### config.mk
export PLATFORM = sky130hd
export DESIGN_NAME = iac_ctrl
export DESIGN_NICKNAME = d
export VERILOG_FILES = /design/src/hdl/iac_pkg.sv /design/src/hdl/iac_ctrl.sv
export SDC_FILE = /design/constraint.sdc
export NUM_CORES = 1
export LEC_CHECK = 0
export BUFFER_PORTS_ARGS = -buffer_cell sky130_fd_sc_hd__buf_2
export CORE_AREA = 3 3 287 289
export CTS_BUF_LIST = sky130_fd_sc_hd__clkbuf_4
export CTS_CLUSTER_SIZE = 10
export DETAILED_ROUTE_END_ITERATION = 7
export DIE_AREA = 0 0 290 292
export SLEW_MARGIN = 5
export SYNTH_ARGS = -nofsm -noshare
export SYNTH_HDL_FRONTEND = slang
export SYNTH_SLANG_ARGS = --single-unit
### constraint.sdc
create_clock -name aclk -period 18.4 [get_ports aclk]
set_input_delay 0.92 -clock aclk [delete_from_list [all_inputs] [get_ports aclk]]
set_output_delay 0.92 -clock aclk [all_outputs]
set_load 0.01 [all_outputs]
### src/hdl/iac_pkg.sv
// Shared types and constants for the in-place array compaction unit.
// No dependencies.
`default_nettype none

package iac_pkg;

    localparam int DEPTH_DEF = 1024;
    localparam int DATA_W    = 64;
    localparam int TAG_W     = 32;
    localparam int SLOT_W    = 10;
    localparam int REQ_W     = 2;
    localparam int CFG_W     = 11;
    localparam int CFG_IDX_W = 1;

    localparam logic signed [TAG_W-1:0] EMPTY_TAG = -32'sd1;
    localparam logic [CFG_W-1:0] COUNT_MAX = {CFG_W{1'b1}};
    localparam logic [CFG_W-1:0] FILL_BOUND_RST = 11'd0;
    localparam logic [CFG_W-1:0] ARRAY_LENGTH_RST = 11'd1024;

    localparam logic [CFG_IDX_W-1:0] CFG_FILL_BOUND   = 1'b0;
    localparam logic [CFG_IDX_W-1:0] CFG_ARRAY_LENGTH = 1'b1;

    typedef enum logic [REQ_W-1:0] {
        REQ_WRITE   = 2'd0,
        REQ_COMPACT = 2'd1,
        REQ_READ    = 2'd2
    } req_code_t;

    typedef struct packed {
        logic [DATA_W-1:0]       x;
        logic [DATA_W-1:0]       y;
        logic signed [TAG_W-1:0] tag;
    } rec_t;

    typedef struct packed {
        logic [REQ_W-1:0]  req_type;
        logic [SLOT_W-1:0] slot_index;
        rec_t              rec;
    } req_t;

    typedef struct packed {
        logic [DATA_W-1:0]       payload_x;
        logic [DATA_W-1:0]       payload_y;
        logic signed [TAG_W-1:0] tag;
        logic [CFG_W-1:0]        hole_count;
        logic [CFG_W-1:0]        mover_count;
        logic [CFG_W-1:0]        pair_count;
    } res_t;

    typedef enum logic [2:0] {
        ST_IDLE,
        ST_RD_WAIT,
        ST_SCAN,
        ST_RD_G,
        ST_CHK_G,
        ST_RD_M,
        ST_CHK_M,
        ST_WR_M
    } state_t;

endpackage

`default_nettype wire

### src/hdl/iac_ctrl.sv
// Request sequencer: writes, reads, and the two-pass compaction walk over the store.
// Depends on iac_pkg; drives the ports of iac_store.
`default_nettype none

module iac_ctrl #(
    parameter int DEPTH = iac_pkg::DEPTH_DEF,
    localparam int AW = $clog2(DEPTH)
) (
    input  wire logic                        aclk,
    input  wire logic                        aresetn,
    input  wire logic                        in_valid,
    output logic                             in_ready,
    input  wire iac_pkg::req_t               req,
    input  wire logic [iac_pkg::CFG_W-1:0]   fill_bound,
    input  wire logic [iac_pkg::CFG_W-1:0]   array_length,
    output logic                             res_valid,
    input  wire logic                        res_ready,
    output iac_pkg::res_t                    res,
    output logic                             mem_we,
    output logic [AW-1:0]                    mem_waddr,
    output iac_pkg::rec_t                    mem_wdata,
    output logic                             mem_re,
    output logic [AW-1:0]                    mem_raddr,
    input  wire iac_pkg::rec_t               mem_rdata
);
    import iac_pkg::*;

    localparam int CW = $clog2(DEPTH + 1);
    localparam int LW = (CW > CFG_W) ? CW : CFG_W;
    localparam int IW = (AW + 1 > SLOT_W) ? AW + 1 : SLOT_W;

    function automatic logic [CFG_W-1:0] sat_cnt(input logic [CW-1:0] c);
        logic [LW-1:0] e;
        begin
            e = LW'(c);
            sat_cnt = (e > LW'(COUNT_MAX)) ? COUNT_MAX : e[CFG_W-1:0];
        end
    endfunction

    state_t state_reg, state_next;
    res_t   res_reg, res_next;
    logic   res_vld_reg, res_vld_next;
    logic [CW-1:0] len_reg, len_next;
    logic [CW-1:0] bnd_reg, bnd_next;
    logic [CW-1:0] scan_reg, scan_next;
    logic          pv_reg, pv_next;
    logic [CW-1:0] pidx_reg, pidx_next;
    logic [CW-1:0] gap_cnt_reg, gap_cnt_next;
    logic [CW-1:0] mov_cnt_reg, mov_cnt_next;
    logic [CW-1:0] swaps_reg, swaps_next;
    logic [CW-1:0] k_reg, k_next;
    logic [CW-1:0] gp_reg, gp_next;
    logic [CW-1:0] mp_reg, mp_next;
    rec_t          grec_reg, grec_next;

    logic          res_take;
    logic [LW-1:0] alen_ext, len_ext, nv_ext, bnd_ext;
    logic [IW-1:0] sidx_ext;
    logic          in_range;
    logic [AW-1:0] slot_addr;
    logic          issue;
    logic          is_empty;
    logic [CW-1:0] min_cnt;
    logic [CW-1:0] gp_inc, mp_inc, k_inc;

    assign res_take  = res_vld_reg && res_ready;
    assign res_valid = res_vld_reg;
    assign res       = res_reg;

    assign alen_ext  = LW'(array_length);
    assign len_ext   = (alen_ext > LW'(DEPTH)) ? LW'(DEPTH) : alen_ext;
    assign nv_ext    = LW'(fill_bound);
    assign bnd_ext   = (nv_ext < len_ext) ? nv_ext : len_ext;
    assign sidx_ext  = IW'(req.slot_index);
    assign in_range  = sidx_ext < IW'(DEPTH);
    assign slot_addr = sidx_ext[AW-1:0];
    assign is_empty  = (mem_rdata.tag == EMPTY_TAG);
    assign min_cnt   = (gap_cnt_reg < mov_cnt_reg) ? gap_cnt_reg : mov_cnt_reg;
    assign issue     = scan_reg < len_reg;
    assign gp_inc    = gp_reg + 1'b1;
    assign mp_inc    = mp_reg + 1'b1;
    assign k_inc     = k_reg + 1'b1;

    always_ff @(posedge aclk) begin
        if (!aresetn) begin
            state_reg   <= ST_IDLE;
            res_vld_reg <= 1'b0;
            pv_reg      <= 1'b0;
        end else begin
            state_reg   <= state_next;
            res_vld_reg <= res_vld_next;
            pv_reg      <= pv_next;
        end
        res_reg     <= res_next;
        len_reg     <= len_next;
        bnd_reg     <= bnd_next;
        scan_reg    <= scan_next;
        pidx_reg    <= pidx_next;
        gap_cnt_reg <= gap_cnt_next;
        mov_cnt_reg <= mov_cnt_next;
        swaps_reg   <= swaps_next;
        k_reg       <= k_next;
        gp_reg      <= gp_next;
        mp_reg      <= mp_next;
        grec_reg    <= grec_next;
    end

    always_comb begin
        state_next   = state_reg;
        res_next     = res_reg;
        res_vld_next = res_vld_reg && !res_take;
        len_next     = len_reg;
        bnd_next     = bnd_reg;
        scan_next    = scan_reg;
        pv_next      = pv_reg;
        pidx_next    = pidx_reg;
        gap_cnt_next = gap_cnt_reg;
        mov_cnt_next = mov_cnt_reg;
        swaps_next   = swaps_reg;
        k_next       = k_reg;
        gp_next      = gp_reg;
        mp_next      = mp_reg;
        grec_next    = grec_reg;
        in_ready     = 1'b0;
        mem_we       = 1'b0;
        mem_waddr    = gp_reg[AW-1:0];
        mem_wdata    = grec_reg;
        mem_re       = 1'b0;
        mem_raddr    = scan_reg[AW-1:0];

        case (state_reg)
            ST_IDLE: begin
                in_ready = !res_vld_reg || res_ready;
                if (in_valid && in_ready) begin
                    case (req.req_type)
                        REQ_WRITE: begin
                            mem_we       = in_range;
                            mem_waddr    = slot_addr;
                            mem_wdata    = req.rec;
                            res_next     = '0;
                            res_vld_next = 1'b1;
                        end
                        REQ_READ: begin
                            if (in_range) begin
                                mem_re     = 1'b1;
                                mem_raddr  = slot_addr;
                                state_next = ST_RD_WAIT;
                            end else begin
                                res_next     = '0;
                                res_vld_next = 1'b1;
                            end
                        end
                        REQ_COMPACT: begin
                            len_next     = len_ext[CW-1:0];
                            bnd_next     = bnd_ext[CW-1:0];
                            scan_next    = '0;
                            pv_next      = 1'b0;
                            gap_cnt_next = '0;
                            mov_cnt_next = '0;
                            state_next   = ST_SCAN;
                        end
                        default: begin
                            res_next     = '0;
                            res_vld_next = 1'b1;
                        end
                    endcase
                end
            end
            ST_RD_WAIT: begin
                res_next           = '0;
                res_next.payload_x = mem_rdata.x;
                res_next.payload_y = mem_rdata.y;
                res_next.tag       = mem_rdata.tag;
                res_vld_next       = 1'b1;
                state_next         = ST_IDLE;
            end
            ST_SCAN: begin
                mem_re    = issue;
                mem_raddr = scan_reg[AW-1:0];
                pv_next   = issue;
                pidx_next = scan_reg;
                if (issue) begin
                    scan_next = scan_reg + 1'b1;
                end
                if (pv_reg) begin
                    if (is_empty && (pidx_reg < bnd_reg)) begin
                        gap_cnt_next = gap_cnt_reg + 1'b1;
                    end
                    if (!is_empty && (pidx_reg >= bnd_reg)) begin
                        mov_cnt_next = mov_cnt_reg + 1'b1;
                    end
                end
                if (!issue && !pv_reg) begin
                    swaps_next = min_cnt;
                    k_next     = '0;
                    gp_next    = '0;
                    mp_next    = bnd_reg;
                    if (min_cnt == '0) begin
                        res_next             = '0;
                        res_next.hole_count  = sat_cnt(gap_cnt_reg);
                        res_next.mover_count = sat_cnt(mov_cnt_reg);
                        res_next.pair_count  = sat_cnt(min_cnt);
                        res_vld_next         = 1'b1;
                        state_next           = ST_IDLE;
                    end else begin
                        state_next = ST_RD_G;
                    end
                end
            end
            ST_RD_G: begin
                mem_re     = 1'b1;
                mem_raddr  = gp_reg[AW-1:0];
                state_next = ST_CHK_G;
            end
            ST_CHK_G: begin
                if (is_empty) begin
                    grec_next  = mem_rdata;
                    state_next = ST_RD_M;
                end else begin
                    gp_next   = gp_inc;
                    mem_re    = 1'b1;
                    mem_raddr = gp_inc[AW-1:0];
                end
            end
            ST_RD_M: begin
                mem_re     = 1'b1;
                mem_raddr  = mp_reg[AW-1:0];
                state_next = ST_CHK_M;
            end
            ST_CHK_M: begin
                if (!is_empty) begin
                    mem_we     = 1'b1;
                    mem_waddr  = gp_reg[AW-1:0];
                    mem_wdata  = mem_rdata;
                    state_next = ST_WR_M;
                end else begin
                    mp_next   = mp_inc;
                    mem_re    = 1'b1;
                    mem_raddr = mp_inc[AW-1:0];
                end
            end
            ST_WR_M: begin
                mem_we    = 1'b1;
                mem_waddr = mp_reg[AW-1:0];
                mem_wdata = grec_reg;
                gp_next   = gp_inc;
                mp_next   = mp_inc;
                k_next    = k_inc;
                if (k_inc == swaps_reg) begin
                    res_next             = '0;
                    res_next.hole_count  = sat_cnt(gap_cnt_reg);
                    res_next.mover_count = sat_cnt(mov_cnt_reg);
                    res_next.pair_count  = sat_cnt(swaps_reg);
                    res_vld_next         = 1'b1;
                    state_next           = ST_IDLE;
                end else begin
                    state_next = ST_RD_G;
                end
            end
            default: begin
                state_next = ST_IDLE;
            end
        endcase
    end

    // a pending result is never overwritten before it is taken
    a_res_hold: assert property (@(posedge aclk) disable iff (!aresetn)
        res_vld_reg && !res_ready |=> res_vld_reg && $stable(res_reg))
        else $error("pending result changed before it was taken");

    // counting pass never modifies the store
    a_scan_no_write: assert property (@(posedge aclk) disable iff (!aresetn)
        (state_reg == ST_SCAN) |-> !mem_we)
        else $error("store written during counting pass");

    a_swap_bound: assert property (@(posedge aclk) disable iff (!aresetn)
        (state_reg == ST_WR_M) |-> (k_reg < swaps_reg))
        else $error("more swaps than counted pairs");

    a_gap_ptr: assert property (@(posedge aclk) disable iff (!aresetn)
        (state_reg == ST_CHK_G) |-> (gp_reg < bnd_reg))
        else $error("gap pointer left the compacted region");

    a_mover_ptr: assert property (@(posedge aclk) disable iff (!aresetn)
        (state_reg == ST_CHK_M) |-> (mp_reg >= bnd_reg) && (mp_reg < len_reg))
        else $error("mover pointer outside covered slots");

endmodule

`default_nettype wire

; Yosys cells after proc, flatten, opt, wreduce, memory -nomap -nowiden
; Index checks and enable logic that the tools add are counted.
[word_totals]
regBits = 468
in_bits = 358
[classes]
n_reduce_logical = 33
n_eq_ne = 28
add_sub_neg = 6
muxes = 73
magnitude_cmp = 11
[ops]
columns = operator, n
row1 = 2-to-1 mux 193 bit, 5
row2 = one-hot mux 193 bit (4 select lines), 1
row3 = 2-to-1 mux 160 bit, 3
row4 = one-hot mux 193 bit (2 select lines), 1
row5 = one-hot mux 160 bit (2 select lines), 1
row6 = 2-to-1 mux 11 bit, 18
row7 = one-hot mux 11 bit (2 select lines), 4
row8 = 2-to-1 mux 10 bit, 7
row9 = adder 11 x 1 -> 11 bit (second input constant), 6
row10 = one-hot mux 11 bit (3 select lines), 2
row11 = > comparator 11 bit (second input constant), 5
row12 = one-hot mux 10 bit (5 select lines), 1
row13 = less-than comparator 11 bit, 4
row14 = == test 32 x 1 -> 1 bit (second input constant), 1
row15 = != test 2 bit (second input constant), 13
row16 = one-hot mux 3 bit (8 select lines), 1
row17 = one-hot mux 10 bit (2 select lines), 1
row18 = 2-to-1 mux 1 bit, 15
row19 = 2-to-1 mux 3 bit, 5
row20 = == test 3 bit (second input constant), 4
row21 = AND reduction 3 bit, 4
row22 = == test 11 bit, 1
row23 = greater-or-equal comparator 11 bit, 1
row24 = logical NOT 11 bit, 1
row25 = 28 further kinds, 46

; Longest topological paths before layout
; Gate-level depths: netlist of run 1.
[logic_depth]
word_depth = 7
depth_mapped = 10

; Worst setup path before layout of run 1
; OpenSTA, ideal clock, no wires.
[synth_path]
path_type = input port to flip-flop
startpoint = input port mem_rdata[15] (netlist name)
endpoint = register grec_reg[0] (netlist name) (enable)
setup_ps = 875
setup_slack_ps = 4917
t_arrival_ps = 12608
path_buffers = 1
path_stages = 5
path_cell_list = nand4_1 nor4_2 nand3_1 clkbuf_1 nor3_1
[synth_via]
elab_chain_cells = 2
[synth_lines]
columns = element, line_no
row1 = from (decl), iac_ctrl.sv:24  ; input wire iac_pkg::rec_t mem_rdata
row2 = == test 32 x 1 -> 1 bit, iac_ctrl.sv:77  ; assign is_empty = (mem_rdata.tag == EMPTY_TAG);
row3 = AND reduction 2 bit (no source line), --
row4 = to (signal assigned), iac_ctrl.sv:105  ; grec_reg <= grec_next;
row5 = to (decl), iac_ctrl.sv:54  ; rec_t grec_reg, grec_next;
; No other way between the ends.
; A chain may end at the register's enable or synchronous reset.

==> results of run 1 <==
path summary, 6_finish.rpt:
check	slack (ns)	to	start
max	12.11	mem_wdata[63]	state_reg[2]
min	0.20	grec_reg[158]	mem_rdata[158]
max reg2reg	13.69	res[52]	state_reg[2]
min reg2reg	0.49	pv_reg	pv_reg
metrics by stage:
stage	hold slack (ns)	setup WS (ns)
final	0.204	12.11
after global placement	0.485	12.52
after detailed placement	0.487	12.44
after global routing	0.0804	11.68
after floorplan	0.468	4.92
after CTS	0.0467	11.99
synthesized netlist by cell type, drive strengths merged (5+ instances only):
cell type	count
a21o	8
a21oi	37
a221oi	5
a22o	11
a22oi	173
and2	177
and3	19
buf	48
clkbuf	52
dfxtp	5
edfxtp	461
ha	50
inv	50
mux2	25
nand2	402
nand3	37
nand4	21
nor2	83
nor2b	10
nor3	11
nor3b	11
nor4	8
o211ai	6
o21a	6
o21ai	38
xnor2	33
xor2	26
layer usage:
| layer | global-route usage (%) | share of wire, % | vias to the layer above | wire length [um] |
|---|---|---|---|---|
| li1 | - | - | 8482 | - |
| met1 | 23.5 | 38 | 8823 | 33100 |
| met2 | 32.9 | 48 | 927 | 41900 |
| met3 | 5.54 | 8.4 | 169 | 7280 |
| met4 | 10.1 | 5.0 | 2 | 4310 |
| met5 | 0 | 0.015 | - | 13 |
power by group:
part | switching [uW] | internal, uW
clock | 468 | 528
sequential | 25.3 | 1250
combinational | 233 | 121
cell type report:
type | count | share of cell area [%]
clock buffers | 193 | 5.05
multi-input cells | 1247 | 26.5
well taps | 1060 | 4.63
diodes | 12 | 0.105
repair buffers | 754 | 13.4
flip-flops and latches | 466 | 48.6
inverters | 53 | 0.694
clock inverters | 44 | 1.03
kinds of logic (layout without fill, tap and decap cells):
logic type,after synthesis,count (layout),share of synthesized area (%)
simple gates,793,793,17.0
flops,466,466,63.0
compound gates,314,314,10.1
buf+inv,153,1044,2.94
xor+xnor,63,63,2.75
fa+ha+maj,50,50,2.83
mux,27,27,1.36
other cells,0,12,0
==> flow_summary_export.csv, run 1 <==
group,metric,value,unit
critical_path,path_depth,8,
cts,hold_buffers,0,
critical_path,critPathMaxFanout,89,
die,dieWidth,290,um
critical_path,rr_worst_depth,6,
critical_path,critical-path-max-stage-delay,0.88,ns
drt,vias,18400,
synthesis,yosysSeqAreaShare,63.0,%
drt,dr.pass1.iters,6,
placement,place.gp.congestion,0.933,
synthesis,avgSynthCellArea,11.9,um2
timing,skew,0.0758,ns
critical_path,cp_common_cell,"buf_4",
global_route,grt_pass1_wl,124000,um
cts,cts_buffer_depth,3,
synthesis,synth_warnings,0,
outcome,outcome,"completed",
final_layout,final_common_cell,"buf_2",
synthesis,synth.top_cells.by_area,"edfxtp_1, nand2_1, a22oi_1",
cts,cts_root_buf,"clkbuf_4",
pwr,ir_worst_vdd,0.0418,mV
timing,final_max_slew_viol_count,0,
synthesis,synthCells,1866,
global_route,grt_remaining_overflow,0,
die,initial_utilization,27.6,%
die,rows,104,
final_layout,utilization,35.8,%
critical_path,cp-end-kind,"primary output",
synthesis,syn_area,22100,um2
final_layout,seqCellArea,13900,um2
timing,tightest_slew,1.46,ns
job,drv_cap,0,
drt,drc_errors,0,
final_layout,finalNonFillerCells,3829,
critical_path,worstPathArrival,5.37,ns
timing,rsz0062_at_grt,"no",
pwr,powerDensity,91.4,nW/um2
die,dieArea,84700,um2
cts,clock_sinks,466,
synthesis,syn_nets,2274,
global_route,grt_pass1_vias,18000,
timing,report.final.setup_viol,0,
drt,drt.antenna.violating_nets,0,
final_layout,multi_input_area,7600,um2
cts,clk_latency,0.93,ns
synthesis,netlist.area_leader.share,62.5,%
die,coreArea,80200,um2
critical_path,crit_chain,"nand2_1, nor3b_2, buf_4, buf_4, buf_4, a22oi_1, nand2_1, buf_2",
cts,cts.repair.resized,0,
critical_path,crit_buf_inv,4,
drt,wl_per_cell,22.6,um
final_layout,largest_reg_flops,193,
cts,cts.clk_slew.worst_paths,0.07,ns
pwr,p_total,2620,uW
cts,cts_tree,"done",
die,die_h,292,um
final_layout,drive_gt1_share,36.2,%
final_layout,syn_to_final_growth,29.5,%
final_layout,nFillCells,8114,
critical_path,cp_slowest_cell,"buf_4",
drt,drtIter0Drc,1472,
timing,hold_viol,0,
critical_path,start_kind,"register",
global_route,antenna_found_initial,22,
synthesis,synth_cell_types,71,
timing,timing.fmax,159,MHz
synthesis,yosysTopAreaCell,"edfxtp_1",
worst_hold_path,hold_path.class,"in -> reg",
synthesis,synth-edff-count,461,
die,ios,735,
cts,cts_max_level,4,
critical_path,crit_family,"buffers and inverters",
timing,finalCritPeriodShare,34.2,%
drt,routed_wl,86700,um
timing,slew_headroom,2.60,%
placement,dpl-instance-area,26900,um2
final_layout,final_cell_mix,"buf_2, edfxtp_1, nand2_1",
global_route,grtUsageTotal,19.8,%
critical_path,critPathRequiredTime,17.48,ns
cts,post_cts_buffers,0,
final_layout,final_cell_area,28700,um2
drt,via_per_inst,4.81,
placement,dpl.hpwl,65500,um
timing,period_needed,6.29,ns
placement,placed_cells,3580,
placement,port_buffers,734,
synthesis,ys_seq_elements,466,
pwr,p_leak,0.0124,uW
final_layout,nNetsFinal,3065,
synthesis,synth_flop_cell,"edfxtp_1",
synthesis,synthArstFlopShare,0,%
timing,finalSetupTns,0,ns
global_route,grt_max_degree,151,
worst_hold_path,hold_depth,1,
cts,cts_made_buffers,135,
critical_path,critPathKind,"reg -> out",
(Power assumes the default switching activity.)
==> run 2, diff against run 1 <==
Clock period 18.4 ns to 6.3 ns, I/O delays scaled along.
==> flow_summary_export.csv, run 2 (synthesis gave the netlist of run 1 again) <==
group,metric,value,unit
cts,cts_max_level,4,
drt,via_per_inst,4.80,
critical_path,critPathRequiredTime,5.98,ns
die,rows,104,
drt,drt.antenna.violating_nets,0,
pwr,ir_worst_vdd,0.115,mV
critical_path,cp-end-kind,"primary output",
die,initial_utilization,27.6,%
cts,cts_made_buffers,133,
final_layout,final_cell_mix,"buf_2, edfxtp_1, nand2_1",
die,ios,735,
pwr,intPower,5570,uW
timing,final_max_slew_viol_count,0,
final_layout,syn_to_final_growth,39.6,%
timing,tightest_slew,1.17,ns
final_layout,final_cell_area,30900,um2
final_layout,final_common_cell,"buf_2",
drt,drc_errors,0,
cts,cts_buffer_depth,3,
pwr,switching_share,27.8,%
timing,timing.fmax,204,MHz
critical_path,cp_common_cell,"nand2_1",
global_route,grt_pass1_vias,19200,
pwr,powerDensity,250,nW/um2
global_route,grtUsageTotal,20.2,%
pwr,power.share.clock,36.8,%
critical_path,crit_chain,"nand2_1, nor3b_2, buf_12, nor2_4, buf_4, nand2_1, nand2_1, buf_2",
worst_hold_path,hold_path.class,"in -> reg",
pwr,comb_power_share,15.1,%
cts,cts.clk_slew.worst_paths,0.08,ns
pwr,p_total,7720,uW
die,dieArea,84700,um2
drt,drtIter0Drc,1639,
final_layout,drive_gt1_share,33.2,%
cts,clk_latency,0.93,ns
drt,wl_per_cell,22.1,um
die,coreArea,80200,um2
pwr,sequentialPowerShare,48.2,%
cts,cts_root_buf,"clkbuf_4",
global_route,grt_pass1_wl,128000,um
cts,post_cts_buffers,0,
placement,pre_cts_slack,2.03,ns
global_route,antenna_found_initial,23,
timing,rsz0062_at_grt,"no",
final_layout,nNetsFinal,3285,
drt,vias,19400,
critical_path,worstPathArrival,4.58,ns
job,drv_cap,0,
drt,dr.pass1.iters,8,
cts,cts_tree,"done",
global_route,grt_remaining_overflow,0,
timing,report.final.setup_viol,0,
drt,routed_wl,89200,um
timing,period_needed,4.89,ns
placement,dpl-instance-area,26900,um2
critical_path,crit_family,"simple AND/OR/NAND/NOR gates",
final_layout,largest_reg_flops,193,
critical_path,cp_slowest_cell,"dfxtp_1",
timing,hold_viol,0,
placement,dpl.hpwl,63500,um
timing,slew_headroom,22.1,%
placement,place.gp.congestion,0.931,
timing,setup_slack,1.41,ns
placement,port_buffers,734,
critical_path,start_kind,"register",
pwr,p_leak,0.0133,uW
outcome,outcome,"completed",
die,dieWidth,290,um
cts,clock_sinks,466,
timing,finalSetupTns,0,ns
die,die_h,292,um
critical_path,critical-path-max-stage-delay,0.96,ns
pwr,p_sw,2150,uW
critical_path,crit_buf_inv,3,
final_layout,utilization,38.6,%
critical_path,critPathKind,"reg -> out",
timing,finalCritPeriodShare,77.7,%
global_route,grt_max_degree,163,
critical_path,critPathMaxFanout,162,
timing,skew,0.0833,ns
run 2: cell count changes in the layout (fill, tap and decap cells not counted), sizes merged:
cell and delta:
dlygate4sd3 +226, clkbuf -17, diode +5, buf -4, inv +3, clkinvlp +2, bufinv +1
run 2: per-layer routing:
metal,vias up,global-route usage (%),part of all wire (%)
met4,2,10.8,5.1
met2,1013,34.3,49
met3,192,5.92,8.4
met1,9296,23.0,37
met5,-,0,0.015
li1,8912,-,-
run 2: what timing repair did:
item / in CTS / in global routing
hold buffers: 226 / 0
gates resized for setup: 0 / 0
endpoints found under the hold margin: 347 / 0
endpoints found under the setup margin: 0 / 0
run 2: power by group through the flow:
stage                     clock, uW  sequential (uW)  combinational [uW]
after floorplan                   0             3870                 366
after global placement            0             3780                1040
after detailed placement          0             3780                1050
after CTS                      2950             3720                1170
after global routing           3130             3730                1240
final                          2840             3720                1160
run 2: final timing paths:
path / start / to / slack [ns] / depth (start not counted)
setup / recovery: state_reg[1] / mem_wdata[116] / 1.41 / 8
hold / removal: mem_rdata[99] / grec_reg[99] / 0.18 / 2
setup reg to reg: state_reg[2] / res[126] / 2.71 / 5
hold reg to reg: pv_reg / pv_reg / 0.50 / 2
run 2: area by class of cell:
| type | count | area, um2 |
|---|---|---|
| clock buffer | 176 | 1320 |
| multi-input combinational | 1247 | 7600 |
| clock inverter | 50 | 349 |
| inverter | 53 | 199 |
| antenna | 17 | 42.5 |
| timing repair buffer | 976 | 6130 |
| sequential | 466 | 13900 |
| fill | 7822 | 49200 |
| tap | 1060 | 1330 |
run 2: stage by stage:
step,cells,hold slack [ns]
6_report,4045,0.175
5_1_grt,4038,0.0405
4_1_cts,4028,0.000160
3_5_place_dp,3576,0.491
3_3_place_gp,3576,0.486
2_1_floorplan,1866,0.414
